$ cat config.mk
export PLATFORM = sky130hd
export DESIGN_NAME = cdmf_queue
export DESIGN_NICKNAME = d
export VERILOG_FILES = /design/src/rtl/core/cdmf_pkg.sv /design/src/rtl/core/cdmf_queue.sv
export SDC_FILE = /design/constraint.sdc
export NUM_CORES = 1
export LEC_CHECK = 0
export ABC_AREA = 1
export BUFFER_PORTS_ARGS = -buffer_cell sky130_fd_sc_hd__buf_2
export CAP_MARGIN = 20
export CORE_UTILIZATION = 55
export DETAILED_ROUTE_END_ITERATION = 6
export PLACE_DENSITY = 0.86
export SLEW_MARGIN = 5
export SYNTH_ARGS = -nofsm -noshare
export SYNTH_HDL_FRONTEND = slang
export SYNTH_SLANG_ARGS = --single-unit
$ cat constraint.sdc
create_clock -name clk_i -period 2.8 [get_ports clk_i]
set_clock_uncertainty 0.05 [all_clocks]
set_input_delay 0.56 -clock clk_i [delete_from_list [all_inputs] [get_ports clk_i]]
set_output_delay 0.56 -clock clk_i [all_outputs]
set_load 0.005 [all_outputs]
$ cat src/rtl/core/cdmf_pkg.sv
package cdmf_pkg;

  localparam int unsigned HashBits = 20;
  localparam int unsigned SlotBits = HashBits - 3;
  localparam int unsigned MapBytes = 1 << SlotBits;

  localparam logic [31:0] CrcPoly   = 32'hEDB88320;
  localparam logic [31:0] CrcPreset = 32'hFFFFFFFF;

  localparam int unsigned QueueDepth = 4;
  localparam int unsigned QPtrBits   = $clog2(QueueDepth);
  localparam int unsigned QCntBits   = $clog2(QueueDepth + 1);

  typedef struct packed {
    logic [7:0] data_byte;
    logic       last_byte;
  } in_word_t;

  typedef struct packed {
    logic        seen_before;
    logic [31:0] message_crc;
  } out_word_t;

  typedef struct packed {
    logic [31:0] crc;
  } msg_word_t;

  typedef struct packed {
    logic clearing;
    logic queue_full;
  } front_ctrl_t;

  typedef enum logic {
    ST_CLEAR,
    ST_RUN
  } back_state_e;

  function automatic logic [31:0] crc_fold(input logic [31:0] crc, input logic [7:0] data);
    logic [31:0] r;
    r = crc ^ {24'd0, data};
    for (int k = 0; k < 8; k++) begin
      if (r[0]) begin
        r = (r >> 1) ^ CrcPoly;
      end else begin
        r = r >> 1;
      end
    end
    return r;
  endfunction

endpackage

$ cat src/rtl/core/cdmf_queue.sv
module cdmf_queue
  import cdmf_pkg::*;
(
  input  logic      clk_i,
  input  logic      rst_ni,
  input  logic      push_i,
  input  msg_word_t push_word_i,
  output logic      full_o,
  output logic      valid_o,
  input  logic      pop_i,
  output msg_word_t pop_word_o
);

  msg_word_t             slot_q [QueueDepth];
  logic [QPtrBits-1:0]   wr_ptr_q, wr_ptr_d;
  logic [QPtrBits-1:0]   rd_ptr_q, rd_ptr_d;
  logic [QCntBits-1:0]   count_q, count_d;

  assign full_o     = (count_q == QCntBits'(QueueDepth));
  assign valid_o    = (count_q != '0);
  assign pop_word_o = slot_q[rd_ptr_q];

  always_comb begin
    wr_ptr_d = wr_ptr_q;
    rd_ptr_d = rd_ptr_q;
    count_d  = count_q;
    if (push_i) begin
      wr_ptr_d = wr_ptr_q + QPtrBits'(1);
    end
    if (pop_i) begin
      rd_ptr_d = rd_ptr_q + QPtrBits'(1);
    end
    if (push_i && !pop_i) begin
      count_d = count_q + QCntBits'(1);
    end else if (pop_i && !push_i) begin
      count_d = count_q - QCntBits'(1);
    end
  end

  always_ff @(posedge clk_i) begin
    if (push_i) begin
      slot_q[wr_ptr_q] <= push_word_i;
    end
  end

  always_ff @(posedge clk_i or negedge rst_ni) begin
    if (!rst_ni) begin
      wr_ptr_q <= '0;
      rd_ptr_q <= '0;
      count_q  <= '0;
    end else begin
      wr_ptr_q <= wr_ptr_d;
      rd_ptr_q <= rd_ptr_d;
      count_q  <= count_d;
    end
  end

endmodule

# After elaboration in Yosys (flattened, before gate mapping)

Memories as Yosys holds them, arrays and structs flattened.
Index checks and enable logic that the tools add are counted.

Flip-flop bits (word level): 7
Memory bits (writable): 128
Bits of input ports: 36
Output and inout bits: 34
Word-level logic and storage cells: 19
Memories: 1

$add $sub $neg: 4
Eq/ne operators: 1
Mux-type cells: 4
Reductions and logical operators: 6

Memory list:

| name   | depth | width | read ports | clocked after Yosys merged registers in | wr ports | line             | RTL |
|---|---|---|---|---|---|---|---|
| slot_q | 4     | 32    | 1          | 0                                       | 1        | cdmf_queue.sv:14 | `msg_word_t slot_q [QueueDepth];` |

Operators by type and width:

| kind                                                                | number |
|---|---|
| 3-bit 2-to-1 mux                                                    | 2 |
| 2-bit by 1-bit adder with 2-bit output (second input constant)      | 2 |
| 3-bit by 1-bit adder with 3-bit output (second input constant)      | 1 |
| 3-bit == test (second input constant)                               | 1 |
| 3-bit nonzero test                                                  | 1 |
| 3-bit by 1-bit subtractor with 3-bit output (second input constant) | 1 |
| 1-bit logical AND                                                   | 2 |
| 1-bit zero test                                                     | 2 |
| 1-bit 2-to-1 mux                                                    | 2 |
| 2-bit nonzero test                                                  | 1 |

# Depth between registers and ports, before layout

Depth in word-level cells: 4
Mapped depth: 9
Mapped depth without buffers: 9

# Least setup slack after synthesis

No wires, ideal clock.

Kind: input -> register
Start: input port push_i
End: memory slot_q[0][0] (netlist bit) (enable)
Library setup time: 0.387 ns
Arrival time: 1.482 ns
Data required time: 2.363 ns
Slack: 0.881 ns
Stages: 3
Buffers on the path: 1
Cells stage by stage: clkbuf_1 -> nand2_1 -> inv_1

Word-level cells in the longest chain between the ends: 2

Ends and longest elaborated chain:

| what                                   | line             | RTL |
|---|---|---|
| from (decl)                            | cdmf_queue.sv:6  | `input logic push_i,` |
| 1-bit 2-to-1 mux                       | cdmf_queue.sv:41 | `if (push_i) begin` |
| 1-bit 2-to-1 mux (not written as such) | cdmf_queue.sv:42 | `slot_q[wr_ptr_q] <= push_word_i;` |
| to (decl)                              | cdmf_queue.sv:14 |  |

Every way passes these cells.

==> impl_metrics.tcl <==
set metrics [dict create \
    status "finished, final reports clean" \
    rsz0062_at_grt "no" \
    synthAdderAreaFrac 0.0151 \
    synth_xor_area_frac 0.00642 \
    layout_setup_ws_ps 286 \
    clkSinkCount 135 \
    yosys.area_share.simple 0.0793 \
    setup_viol 0 \
    synth_top_cell_area_share 0.704 \
    synth_cell_types 19 \
    cp_cell_sequence "buf_4 > nand2_1 > o211ai_1 > nand2_1 > buf_2" \
    hold_class "primary input to flip-flop" \
    htreeDepth 4 \
    final_layout_size_suffix_gt1_frac 0.218 \
    syn_area_um2 5460 \
    max_slew.worst_pin.slew_ps 683 \
    viasPerCell 5.21 \
    drv_slew 0 \
    fin_setup_tns_ps 0 \
    cts_root_buf "clkbuf_8" \
    synth_top_family_by_area "compound AO/OA/AOI/OAI gates" \
    vdd.ir_drop.worst_uv 563 \
    cp-start-kind "flip-flop" \
    fmax_ghz 0.398 \
    synthMuxAreaShare 0 \
    cts_tree "yes" \
    critPathKind "flip-flop to primary output" \
    design_area_um2 6540 \
    power_density_nw_per_um2 1070 \
    grtUsageTotal 0.215 \
    drc 0 \
    leakage_nw 2.69 \
    nNetsFinal 542 \
    antenna_found_initial 0 \
    grt_max_degree 65 \
    synth_seq_area_share 0.737 \
    synth_top_area_cell "edfxtp_1" \
    post_dp_cell_area_um2 5940 \
    netlist_top_cells_area "edfxtp_1, o211ai_1, nand2_1, inv_1, dfrtp_1" \
    hold_violations 0 \
    io_pins 70 \
    grt_overflow 0 \
    yosys_warnings 0 \
    clk_path_buf_depth 2 \
    drt_iter0_drc 153 \
    ys_ff_latch 135 \
    gp_congestion 0.751 \
    min_period_ps 2510 \
    slowest_stage "dfrtp_4" \
    die_x_um 102 \
    cp.required_ps 2190 \
    syn_nets 464 \
    drtPass1Iterations 4 \
    avgSynthCellArea_um2 12.9 \
    vias 3355 \
    grt_pass1_vias 3313 \
    grt_pass1_wl_um 15900 \
    start_util 0.580 \
    synthCells 422 \
    max_stage_delay_ps 680 \
    cts_buffers 17 \
    clk_latency_ps 500 \
    clk_pin_slew_ps 60 \
    crit_top_cell "nand2_1" \
    wl_per_cell_um 16.4 \
    row_count 35 \
    hpwl_um 6000 \
    io_buffers 69 \
    fin_crit_sh 0.898 \
    dieArea_um2 10300 \
    area_growth_syn_to_layout_pct 19.8 \
    routed_wl_um 10500 \
    maxCapViolCount 0 \
    die_height_um 102 \
    cp.arrival_ps 1900 \
    crit_fanout 33 \
    ant_nets 0 \
    cp-end-kind "primary output" \
    core-area_um2 9420 \
    max-slew-margin-rel 0.544 \
    synth-compound-area-share 0.0890 \
    dp_worst_setup_slack_ps 617 \
]
==> metrics by stage <==
step | cells | hold WS, ps | power (W) | utilization
after floorplan | 422 | 214 | 0.00413 | -
after global routing | 642 | 186 | 0.00740 | 0.694
after global placement | 608 | 354 | 0.00478 | 0.631
after CTS | 641 | 187 | 0.00701 | 0.692
final | 644 | 213 | 0.00701 | 0.694
after detailed placement | 608 | 361 | 0.00489 | 0.631
==> power by group <==
part	switching, W	internal [W]	total (W)
Clock	0.000827	0.00127	0.00210
Sequential	0.000208	0.00266	0.00287
Combinational	0.00126	0.000790	0.00205
==> cell usage after synthesis (all sizes together) <==
| cell type | instances |
|---|---|
| nand3 | 1 |
| dfrtp | 7 |
| edfxtp | 128 |
| xor2 | 3 |
| nand4 | 1 |
| xnor2 | 1 |
| o21ai | 1 |
| nand2 | 110 |
| fa | 1 |
| buf | 20 |
| nor2 | 1 |
| o211ai | 64 |
| clkbuf | 2 |
| inv | 76 |
| ha | 5 |
| nor3 | 1 |
==> cell type report <==
cell class                 count  area (um^2)
clock inverter                15          151
antenna                        2         5.00
sequential                   135         4020
clock buffer                  17          414
tap                          129          161
multi-input combinational    189         1040
fill                         599         2880
inverter                      76          285
timing repair buffer          81          463
==> routing by layer <==
layer / GRT usage / routed length [um] / share of wire
met5: 0 / 0 / 0
met2: 0.368 / 5430 / 0.52
met1: 0.253 / 4330 / 0.41
met3: 0.0697 / 595 / 0.056
met4: 0.0836 / 177 / 0.017
==> state kept, by name, summed over array words and instances, names as in the netlist <==
signal and flops:
rd_ptr_q 2, wr_ptr_q 2, slot_q 128, count_q 3
==> worst paths after layout <==
path | startpoint | to | slack (ps) | cells after the start
max in group asynchronous | rst_ni | rd_ptr_q[0] | 2150 | 2
max reg2reg | wr_ptr_q[0] | slot_q[2][27] | 850 | 5
max | rd_ptr_q[0] | pop_word_o[14] | 290 | 5
min | push_word_i[11] | slot_q[0][11] | 210 | 1
min reg2reg | count_q[2] | count_q[2] | 420 | 2
min in group asynchronous | rst_ni | count_q[1] | 370 | 2
==> worst max-delay path, delay by kind of cell, from the launching register on <==
family	cells	cell delay (ps)
flip-flops	1	680
AO/OA/AOI/OAI	1	100
AND/OR/NAND/NOR	2	180
buffers and inverters	2	430
==> placed cells by master, fill, tap and decap left out, types with 5 or more instances in the layout <==
master	count
ha_1	5
clkinv_1	6
buf_2	69
nand2_1	110
clkbuf_16	16
dfrtp_1	6
edfxtp_1	128
buf_4	9
inv_1	71
o211ai_1	64
==> timing repair <==
action	CTS	global route
setup endpoints to repair	0	9
hold buffers	1	0
resized for setup	0	0
setup buffers	0	1
hold endpoints to repair	7	0
==> kinds of logic after synthesis <==
group,Yosys count
adders and majority gates,6
xor gates and xnor gates,4
and+or+nand+nor,114
DFF,135
buffers and inverters,98
AOI/OAI and AO/OA,65
(Power assumes the default switching activity.)
