--- src/rtl/core/cdmf_pkg.sv ---
package cdmf_pkg;

  localparam int unsigned HashBits = 20;
  localparam int unsigned SlotBits = HashBits - 3;
  localparam int unsigned MapBytes = 1 << SlotBits;

  localparam logic [31:0] CrcPoly   = 32'hEDB88320;
  localparam logic [31:0] CrcPreset = 32'hFFFFFFFF;

  localparam int unsigned QueueDepth = 4;
  localparam int unsigned QPtrBits   = $clog2(QueueDepth);
  localparam int unsigned QCntBits   = $clog2(QueueDepth + 1);

  typedef struct packed {
    logic [7:0] data_byte;
    logic       last_byte;
  } in_word_t;

  typedef struct packed {
    logic        seen_before;
    logic [31:0] message_crc;
  } out_word_t;

  typedef struct packed {
    logic [31:0] crc;
  } msg_word_t;

  typedef struct packed {
    logic clearing;
    logic queue_full;
  } front_ctrl_t;

  typedef enum logic {
    ST_CLEAR,
    ST_RUN
  } back_state_e;

  function automatic logic [31:0] crc_fold(input logic [31:0] crc, input logic [7:0] data);
    logic [31:0] r;
    r = crc ^ {24'd0, data};
    for (int k = 0; k < 8; k++) begin
      if (r[0]) begin
        r = (r >> 1) ^ CrcPoly;
      end else begin
        r = r >> 1;
      end
    end
    return r;
  endfunction

endpackage

--- src/rtl/core/cdmf_front.sv ---
module cdmf_front
  import cdmf_pkg::*;
(
  input  logic        clk_i,
  input  logic        rst_ni,
  input  logic        in_valid_i,
  output logic        in_ready_o,
  input  in_word_t    in_word_i,
  input  front_ctrl_t ctrl_i,
  output logic        push_o,
  output msg_word_t   push_word_o
);

  logic [31:0] crc_q, crc_d;
  logic [31:0] folded;
  logic        accept;

  assign in_ready_o = !ctrl_i.clearing && !ctrl_i.queue_full;
  assign accept     = in_valid_i && in_ready_o;
  assign folded     = crc_fold(crc_q, in_word_i.data_byte);

  always_comb begin
    crc_d = crc_q;
    if (accept) begin
      crc_d = in_word_i.last_byte ? CrcPreset : folded;
    end
  end

  assign push_o          = accept && in_word_i.last_byte;
  assign push_word_o.crc = ~folded;

  always_ff @(posedge clk_i or negedge rst_ni) begin
    if (!rst_ni) begin
      crc_q <= CrcPreset;
    end else begin
      crc_q <= crc_d;
    end
  end

endmodule

--- config.mk ---
export PLATFORM = sky130hd
export DESIGN_NAME = cdmf_front
export DESIGN_NICKNAME = d
export VERILOG_FILES = /design/src/rtl/core/cdmf_pkg.sv /design/src/rtl/core/cdmf_front.sv
export SDC_FILE = /design/constraint.sdc
export NUM_CORES = 1
export LEC_CHECK = 0
export ABC_AREA = 0
export ABC_CLOCK_PERIOD_IN_PS = 4900
export BUFFER_PORTS_ARGS = -buffer_cell sky130_fd_sc_hd__buf_2
export CORE_MARGIN = 2
export CORE_UTILIZATION = 59
export CTS_BUF_LIST = sky130_fd_sc_hd__clkbuf_4 sky130_fd_sc_hd__clkbuf_8
export DETAILED_ROUTE_END_ITERATION = 10
export PLACE_DENSITY = 0.87
export SYNTH_ARGS = -nofsm -noshare
export SYNTH_HDL_FRONTEND = slang
export SYNTH_SLANG_ARGS = --single-unit
--- constraint.sdc ---
create_clock -name clk_i -period 4.9 [get_ports clk_i]
set_clock_uncertainty 0.1 [all_clocks]
set_input_delay 0.98 -clock clk_i [delete_from_list [all_inputs] [get_ports clk_i]]
set_output_delay 0.98 -clock clk_i [all_outputs]
set_load 0.1 [all_outputs]
[Word-level counts from Yosys, hierarchy flattened]
Index checks and enable logic that the tools add are counted.
Operators by class
  reductions and logical operators: 5
  mux-type cells: 9
  bitwise logic cells: 10
Operators with widths (count)
  32-bit 2-to-1 mux: 9
  13-bit inverter with 14-bit output: 8
  32-bit inverter: 1
  32-bit by 8-bit XOR with 32-bit output: 1
  1-bit logical AND: 3
  1-bit zero test: 2
Storage, ports and cells
  register bits after elaboration: 32
  output and inout bits: 34
  input port bits: 14
  logic and storage cells: 25

[Depth between registers and ports, before layout]
Gate-level depths: netlist (run 1).
  depth in word-level cells: 18
  gate-level depth with buffers: 7
  depth with buffers taken out: 5

[Least setup slack after synthesis (run 1)]
Ideal clock, no wire load.
  kind: input to output
  from: in in_word_i[8] in the netlist's numbering
  to: out push_word_o[26] in the netlist's numbering
  arrival: 4447 ps
  stages on the path: 4
  setup slack: -627 ps
  cells stage by stage: xnor2_2 xnor2_4 xnor2_2 xnor2_1
RTL lines
  from (decl): line cdmf_front.sv:8  | input in_word_t in_word_i,
  to (decl): line cdmf_front.sv:11  | output msg_word_t push_word_o

==> impl_metrics.env, run 1 <==
export IMPL_run_status="complete, no violations"
export IMPL_min_path_cells=2
export IMPL_maxSlewHeadroom_pct=52.9
export IMPL_rsz0062_at_grt="false"
export IMPL_drv_cap=0
export IMPL_cpMaxStageDelayCell="xnor3_4"
export IMPL_reg2reg_slack_ns=2.74
export IMPL_worstPathRequired_ns=3.82
export IMPL_fill_cells=247
export IMPL_cts_setup_buffers=0
export IMPL_antenna_found_initial=0
export IMPL_drv_slew=0
export IMPL_post_route_drc_count=0
export IMPL_cts_resized=0
export IMPL_setup_ws_ns=0.869
export IMPL_clk_pin_slew_ns=0.09
export IMPL_regMostFlops="crc_q"
export IMPL_via_per_inst=5.00
export IMPL_critPathKind="in -> out"
export IMPL_cp_top_family="XOR/XNOR gates"
export IMPL_ys_seq_area_share_pct=43.2
export IMPL_netlist_area_mm2=0.00195
export IMPL_io_pins=48
export IMPL_dp_cells=265
export IMPL_syn_inst=179
export IMPL_hold_buffers=0
export IMPL_tns_ns=0
export IMPL_fin_crit_sh_pct=82.3
export IMPL_die_h_um=61.5
export IMPL_grt_ovfl_total=0
export IMPL_die_area_mm2=0.00378
export IMPL_synth_distinct_cells=15
export IMPL_largest_reg_flops=32
export IMPL_grt_pass1_wl_um=6280
export IMPL_synth_seq_cells=32
export IMPL_grt_pass1_vias=1317
export IMPL_min_period_ns=4.03
export IMPL_final_cell_mix="buf_2, xnor2_1, nor2_1, dfstp_2, a21oi_1"
export IMPL_yosys_area_top_type="dfstp_2"
export IMPL_finalNonFillerCells=273
export IMPL_place_hpwl_um=2870
export IMPL_timing_rr_end="crc_q[22]$_DFFE_PN1P_"
export IMPL_via_count=1364
export IMPL_crit_fanout=7
export IMPL_area_delta_synth_final_pct=19.2
export IMPL_wire_per_inst_um=14.6
export IMPL_worstHoldStart="crc_q[8]$_DFFE_PN1P_"
export IMPL_critPathMaxStageDelay_ns=0.56
export IMPL_dieWidth_um=61.5
export IMPL_worstMarginPinSlew_ns=0.707
export IMPL_port_buffers=47
export IMPL_root_buffer="clkbuf_4"
export IMPL_postRouteAntennaNets=0
export IMPL_top_regs="crc_q (32)"
export IMPL_clock_tree_htree_level_count=2
export IMPL_cts_buffers_inserted=5
export IMPL_diodes=0
export IMPL_crit_path_cell_trace="buf_2, xnor2_2, xnor3_4, xor2_1, xnor2_2, buf_2"
export IMPL_worst_hold_path_endpoint="crc_q[8]$_DFFE_PN1P_"
export IMPL_clock_sinks=32
export IMPL_core_area_mm2=0.00310
export IMPL_reg2reg_from="crc_q[0]$_DFFE_PN1P_"
export IMPL_grt_max_degree=34
export IMPL_cp_start_kind="input port"
export IMPL_arrival_ns=2.95
export IMPL_groute_usage_overall_pct=24.0
export IMPL_fin_hold_ws_ns=0.413
export IMPL_r2r_cells=5
export IMPL_pre_cts_ws_ns=0.875
export IMPL_gp_congestion=0.854
export IMPL_clk_latency_ns=0.34
export IMPL_holdCritPathClass="reg -> reg"
export IMPL_first_iter_violations=69
export IMPL_cts_tree="done"
export IMPL_initial_core_util_pct=62.8
export IMPL_worst_path_buf_inv=2
export IMPL_hold_viol=0
export IMPL_finalSetupViolations=0
export IMPL_synth_top_area_share_pct=43.2
export IMPL_synth_area_leaders="dfstp_2, xnor2_1, xor2_1, a21oi_1, nor2_1"
export IMPL_synth_warnings=0
export IMPL_clk_path_buf_depth=2
export IMPL_final_common_cell="buf_2"
export IMPL_drive_gt1_share_pct=47.2
export IMPL_synth_nets=193
export IMPL_rows=20
export IMPL_max_clock_freq_ghz=0.248
export IMPL_end_kind="output port"
export IMPL_routed_wl_um=3990
export IMPL_drt_first_pass_iters=4
export IMPL_fin_nets=242
export IMPL_syn_area_per_cell_um2=10.9
==> synthesized netlist by cell type, drive strengths merged <==
library cell and count:
clkbuf 8, and3 1, xnor2 48, a21oi 32, dfstp 32, xnor3 2
and2 1, nor2 33, nor2b 1, xor2 21
==> worst max path at each step <==
| stage | cells after the start | end | slack, ns | startpoint |
|---|---|---|---|---|
| after floorplan | 4 | push_word_o[26] | 0.03 | in_word_i[8] |
| after global placement | 6 | push_word_o[19] | 0.90 | in_word_i[4] |
| after detailed placement | 6 | push_word_o[19] | 0.88 | in_word_i[4] |
| after CTS | 6 | push_word_o[19] | 0.87 | in_word_i[4] |
| after global routing | 6 | push_word_o[19] | 0.77 | in_word_i[4] |
| final | 6 | push_word_o[19] | 0.87 | in_word_i[4] |
==> through the flow <==
step | cell area, um^2 | utilization (%)
5_1_grt | 2320 | 74.8
4_1_cts | 2320 | 74.8
3_5_place_dp | 2260 | 72.7
6_report | 2320 | 74.8
3_3_place_gp | 2260 | 72.7
2_1_floorplan | 1970 | -
==> layout make-up <==
type                            instances  area (um^2)  area share [%]
Multi-Input combinational cell        139         1100            47.5
Sequential cell                        32          841            36.2
Tap cell                               44         55.1            2.37
Clock buffer                            8         66.3            2.86
Timing Repair Buffer                   50          258            11.1
==> worst reg2reg max path, delay by kind of cell (launching register included) <==
kind | cells | cell delay [ns]
AOI/OAI and AO/OA | 1 | 0.10
xor gates and xnor gates | 4 | 1.30
DFF | 1 | 0.58
==> cells by family (layout without fill, tap and decap cells) <==
logic type	count (synthesis)	count (layout)	share of synthesized area [%]
xor gates and xnor gates	71	71	39.6
and+or+nand+nor	36	36	7.32
DFF	32	32	43.2
buffers and inverters	8	58	1.54
AOI/OAI and AO/OA	32	32	8.41
==> layer usage <==
layer | track usage [%] | vias to the layer above | part of all wire (%)
met5 | 0 | - | 0
met4 | 6.38 | 0 | 1.0
met3 | 7.56 | 3 | 6.3
met2 | 38.9 | 47 | 48
met1 | 31.4 | 640 | 44
li1 | - | 674 | -
Power of run 1 is left out: the tool's default activity adds up to more than one toggle a clock period on the data nets, which glitch-free logic cannot reach.
==> run 2: changes to the inputs <==
--- a/config.mk
+++ b/config.mk
@@ -6,13 +6,13 @@
 export NUM_CORES = 1
 export LEC_CHECK = 0
 export ABC_AREA = 0
-export ABC_CLOCK_PERIOD_IN_PS = 4900
+export ABC_CLOCK_PERIOD_IN_PS = 4100
 export BUFFER_PORTS_ARGS = -buffer_cell sky130_fd_sc_hd__buf_2
 export CORE_MARGIN = 2
-export CORE_UTILIZATION = 59
+export CORE_UTILIZATION = 55
 export CTS_BUF_LIST = sky130_fd_sc_hd__clkbuf_4 sky130_fd_sc_hd__clkbuf_8
 export DETAILED_ROUTE_END_ITERATION = 10
-export PLACE_DENSITY = 0.87
+export PLACE_DENSITY = 0.82
 export SYNTH_ARGS = -nofsm -noshare
 export SYNTH_HDL_FRONTEND = slang
 export SYNTH_SLANG_ARGS = --single-unit
==> constraint.sdc (replaced) <==
create_clock -name clk_i -period 4.1 [get_ports clk_i]
set_clock_uncertainty 0.1 [all_clocks]
set_input_delay 0.82 -clock clk_i [delete_from_list [all_inputs] [get_ports clk_i]]
set_output_delay 0.82 -clock clk_i [all_outputs]
set_load 0.1 [all_outputs]
==> run 2 against run 1 <==
Global-route usage shrank 2.3 points; cell count up 2.9%; sequential share of layout area decreased by 3.0 points; hold slack improved by 0.0014 ns; clock-buffer cell count did not move; non-clock buffer count up 6; first-iteration DRC count rose by 12%; via count increased by 3.4%; setup slack worse by 0.40 ns; critical endpoint is now push_word_o[22]; highest routed layer unchanged.
==> impl_metrics.env, run 2 (same netlist as run 1, synthesis figures left out) <==
export IMPL_critPathKind="in -> out"
export IMPL_grt_pass1_wl_um=6610
export IMPL_regMostFlops="crc_q"
export IMPL_setup_ws_ns=0.472
export IMPL_cts_buffers_inserted=5
export IMPL_drv_slew=0
export IMPL_cts_tree="done"
export IMPL_clk_pin_slew_ns=0.09
export IMPL_crit_path_cell_trace="buf_2, xnor2_1, xnor3_2, xor2_1, xnor2_2, buf_2"
export IMPL_clock_tree_htree_level_count=2
export IMPL_min_period_ns=3.63
export IMPL_finalSetupViolations=0
export IMPL_rsz0062_at_grt="false"
export IMPL_rows=21
export IMPL_crit_fanout=5
export IMPL_die_area_mm2=0.00403
export IMPL_postRouteAntennaNets=0
export IMPL_arrival_ns=2.71
export IMPL_place_hpwl_um=2980
export IMPL_initial_core_util_pct=57.9
export IMPL_max_clock_freq_ghz=0.276
export IMPL_io_pins=48
export IMPL_via_per_inst=5.02
export IMPL_maxSlewHeadroom_pct=54.2
export IMPL_first_iter_violations=77
export IMPL_utilization_pct=75.4
export IMPL_final_common_cell="buf_2"
export IMPL_via_count=1410
export IMPL_pre_cts_ws_ns=0.476
export IMPL_clock_sinks=32
export IMPL_antenna_found_initial=0
export IMPL_drt_first_pass_iters=4
export IMPL_diodes=0
export IMPL_post_route_drc_count=0
export IMPL_grt_ovfl_total=0
export IMPL_largest_reg_flops=32
export IMPL_area_delta_synth_final_pct=30.1
export IMPL_holdCritPathClass="reg -> reg"
export IMPL_grt_pass1_vias=1340
export IMPL_dieWidth_um=63.5
export IMPL_clk_latency_ns=0.32
export IMPL_drive_gt1_share_pct=52.3
export IMPL_gp_congestion=0.796
export IMPL_hold_buffers=0
export IMPL_top_regs="crc_q (32)"
export IMPL_routed_wl_um=4050
export IMPL_port_buffers=47
export IMPL_root_buffer="clkbuf_4"
export IMPL_groute_usage_overall_pct=21.6
export IMPL_cpMaxStageDelayCell="xnor2_1"
export IMPL_core_area_mm2=0.00336
export IMPL_cts_resized=0
export IMPL_worstMarginPinSlew_ns=0.687
export IMPL_fin_nets=248
export IMPL_wire_per_inst_um=14.4
export IMPL_worstPathRequired_ns=3.18
export IMPL_end_kind="output port"
export IMPL_clk_path_buf_depth=2
export IMPL_hold_viol=0
export IMPL_drv_cap=0
export IMPL_grt_max_degree=34
export IMPL_final_cell_mix="buf_2, nor2_1, dfstp_2, a21oi_1, xnor2_1"
export IMPL_crit_top_cell="buf_2"
export IMPL_die_h_um=63.5
export IMPL_fin_crit_sh_pct=88.5
export IMPL_run_status="complete, no violations"
export IMPL_cts_setup_buffers=0
export IMPL_cp_start_kind="input port"
export IMPL_critPathMaxStageDelay_ns=0.47
==> run 2: routing by layer <==
layer  track usage (%)  up-vias  wire (um)  share of wire (%)
li1                  -      682          -                  -
met1              29.4      682       1830                 45
met3              4.64        4        204                5.0
met4              5.71        0         37               0.91
met5                 0        -          0                  0
met2              35.3       42       1980                 49
==> run 2: layout make-up <==
| cell class | count | area [um^2] |
|---|---|---|
| Fill cell | 263 | 828 |
| Timing Repair Buffer | 56 | 378 |
| Multi-Input combinational cell | 139 | 1190 |
| Tap cell | 46 | 57.6 |
| Sequential cell | 32 | 841 |
| Clock buffer | 8 | 66.3 |
==> run 2: path summary, 6_finish.rpt <==
path / start / end / slack (ns) / cells after the start
worst max-delay path: in_word_i[7] / push_word_o[22] / 0.47 / 6
worst min-delay path: crc_q[27]$_DFFE_PN1P_ / crc_q[27]$_DFFE_PN1P_ / 0.41 / 2
worst max register to register: crc_q[0]$_DFFE_PN1P_ / crc_q[19]$_DFFE_PN1P_ / 1.84 / 6
worst min register to register: crc_q[27]$_DFFE_PN1P_ / crc_q[27]$_DFFE_PN1P_ / 0.41 / 2
max in group asynchronous: rst_ni / crc_q[28]$_DFFE_PN1P_ / 3.06 / 1
min in group asynchronous: rst_ni / crc_q[9]$_DFFE_PN1P_ / 0.81 / 1
==> run 2: worst max-delay path, delay by kind of cell <==
| family | cells | cell delay, ns |
|---|---|---|
| xor gates and xnor gates | 4 | 1.33 |
| buffers and inverters | 2 | 0.56 |
==> run 2: per-stage QoR <==
step	setup TNS (ns)	instance area [um^2]	hold WS (ns)	std cells
final	0	2530	0.414	281
after global routing	0	2530	0.432	281
after global placement	0	2470	0.397	273
after CTS	0	2530	0.416	281
after floorplan	-1.04	2060	0.388	179
after detailed placement	0	2470	0.399	273
Power of run 2 is left out for the same reason.
==> run 3: changes to the inputs <==
--- a/config.mk
+++ b/config.mk
@@ -13,6 +13,7 @@
 export CTS_BUF_LIST = sky130_fd_sc_hd__clkbuf_4 sky130_fd_sc_hd__clkbuf_8
 export DETAILED_ROUTE_END_ITERATION = 10
 export PLACE_DENSITY = 0.82
+export RECOVER_POWER = 25
 export SYNTH_ARGS = -nofsm -noshare
 export SYNTH_HDL_FRONTEND = slang
 export SYNTH_SLANG_ARGS = --single-unit
==> run 3 against run 2 <==
The run now ends with max-capacitance violations, max-slew violations left; hold slack stayed put; die area stayed put; sequential share of layout area hardly changed; via count stayed put; critical path depth stayed put; clock-buffer cell count stayed put; non-clock buffer count stayed put; global-route usage stayed put; register-to-register slack hardly changed; first-iteration DRC count is 3.9% lower; fmax stayed put.
==> impl_metrics.env, run 3 (same netlist as run 1, synthesis figures left out) <==
export IMPL_setup_ws_ns=0.472
export IMPL_run_status="finished with violations"
export IMPL_maxSlewHeadroom_pct=-10.0
export IMPL_timing_rr_end="crc_q[19]$_DFFE_PN1P_"
export IMPL_reg2reg_from="crc_q[0]$_DFFE_PN1P_"
export IMPL_worstHoldStart="crc_q[27]$_DFFE_PN1P_"
export IMPL_clock_sinks=32
export IMPL_clk_pin_slew_ns=0.09
export IMPL_initial_core_util_pct=57.9
export IMPL_drive_gt1_share_pct=51.9
export IMPL_core_area_mm2=0.00336
export IMPL_routed_wl_um=4050
export IMPL_clk_path_buf_depth=2
export IMPL_end_kind="output port"
export IMPL_finalSetupViolations=0
export IMPL_cts_resized=0
export IMPL_diodes=0
export IMPL_cp_top_family="XOR/XNOR gates"
export IMPL_grt_pass1_vias=1340
export IMPL_largest_reg_flops=32
export IMPL_antenna_found_initial=0
export IMPL_drv_cap=1
export IMPL_cts_setup_buffers=0
export IMPL_final_cell_mix="buf_2, nor2_1, dfstp_2, a21oi_1, xnor2_1"
export IMPL_regMostFlops="crc_q"
export IMPL_critPathMaxStageDelay_ns=0.47
export IMPL_hold_viol=0
export IMPL_reg2reg_slack_ns=1.84
export IMPL_root_buffer="clkbuf_4"
export IMPL_min_period_ns=3.63
export IMPL_crit_top_cell="buf_2"
export IMPL_cts_tree="done"
export IMPL_port_buffers=47
export IMPL_arrival_ns=2.71
export IMPL_pre_cts_ws_ns=0.476
export IMPL_wire_per_inst_um=14.4
export IMPL_violations="max-capacitance violations, max-slew violations"
export IMPL_grt_pass1_wl_um=6610
export IMPL_clock_tree_htree_level_count=2
export IMPL_hold_buffers=0
export IMPL_worst_hold_path_endpoint="crc_q[27]$_DFFE_PN1P_"
export IMPL_worstMarginPinSlew_ns=1.65
export IMPL_fin_crit_sh_pct=88.5
export IMPL_min_path_cells=2
export IMPL_top_regs="crc_q (32)"
export IMPL_postRouteAntennaNets=0
export IMPL_final_common_cell="buf_2"
export IMPL_cp_depth=6
export IMPL_worst_path_buf_inv=2
export IMPL_critPathKind="in -> out"
export IMPL_die_area_mm2=0.00403
export IMPL_r2r_cells=6
export IMPL_clk_latency_ns=0.32
export IMPL_via_per_inst=5.02
export IMPL_first_iter_violations=74
export IMPL_cp_start_kind="input port"
export IMPL_fin_nets=248
export IMPL_post_route_drc_count=0
export IMPL_drv_slew=33
export IMPL_drt_first_pass_iters=4
export IMPL_crit_path_cell_trace="buf_2, xnor2_1, xnor3_2, xor2_1, xnor2_2, buf_2"
export IMPL_grt_max_degree=34
export IMPL_rows=21
export IMPL_holdCritPathClass="reg -> reg"
export IMPL_via_count=1410
export IMPL_worstPathRequired_ns=3.18
export IMPL_groute_usage_overall_pct=21.6
export IMPL_place_hpwl_um=2980
export IMPL_rsz0062_at_grt="false"
export IMPL_grt_ovfl_total=0
export IMPL_dieWidth_um=63.5
export IMPL_io_pins=48
export IMPL_area_delta_synth_final_pct=30.1
export IMPL_cpMaxStageDelayCell="xnor2_1"
export IMPL_cts_buffers_inserted=5
export IMPL_die_h_um=63.5
export IMPL_crit_fanout=5
export IMPL_gp_congestion=0.796
export IMPL_max_clock_freq_ghz=0.276
==> run 3: cell count changes in the layout (fill, tap and decap cells not counted) <==
cell | before | now
clkbuf_1 | 0 | 1
buf_2 | 42 | 41
==> run 3: how the worst max path moves through the flow <==
stage                       from               to  slack [ns]
floorplan           in_word_i[8]  push_word_o[26]       -0.45
global placement    in_word_i[7]  push_word_o[22]        0.50
detailed placement  in_word_i[7]  push_word_o[22]        0.48
CTS                 in_word_i[7]  push_word_o[22]        0.47
global route        in_word_i[7]  push_word_o[22]        0.40
finish              in_word_i[7]  push_word_o[22]        0.47
==> run 3: per-stage QoR <==
step	hold slack (ns)	utilization (%)	cell area, um^2	TNS [ns]	cells
after floorplan	0.388	-	2060	-1.04	179
after global placement	0.397	73.4	2470	0	273
after detailed placement	0.399	73.4	2470	0	273
after CTS	0.416	75.4	2530	0	281
after global routing	0.432	75.3	2530	0	281
final	0.414	75.3	2530	0	281
==> run 3: layout make-up <==
| type | instances | area, um^2 |
|---|---|---|
| sequential | 32 | 841 |
| tap | 46 | 57.6 |
| fill | 263 | 830 |
| clock buffer | 8 | 66.3 |
| timing repair buffer | 56 | 377 |
| multi-input combinational | 139 | 1190 |
==> run 3: worst min-delay path, stage by stage (launching register included) <==
cell and delay (ns):
dfstp_2 0.38, nor2_1 0.09, a21oi_1 0.04
==> run 3: layer usage <==
| layer | part of all wire (%) | global-route usage (%) | vias up |
|---|---|---|---|
| met3 | 5.0 | 4.64 | 4 |
| met2 | 49 | 35.3 | 42 |
| li1 | - | - | 682 |
| met4 | 0.91 | 5.71 | 0 |
| met5 | 0 | 0 | - |
| met1 | 45 | 29.4 | 682 |
Power of run 3 is left out for the same reason.
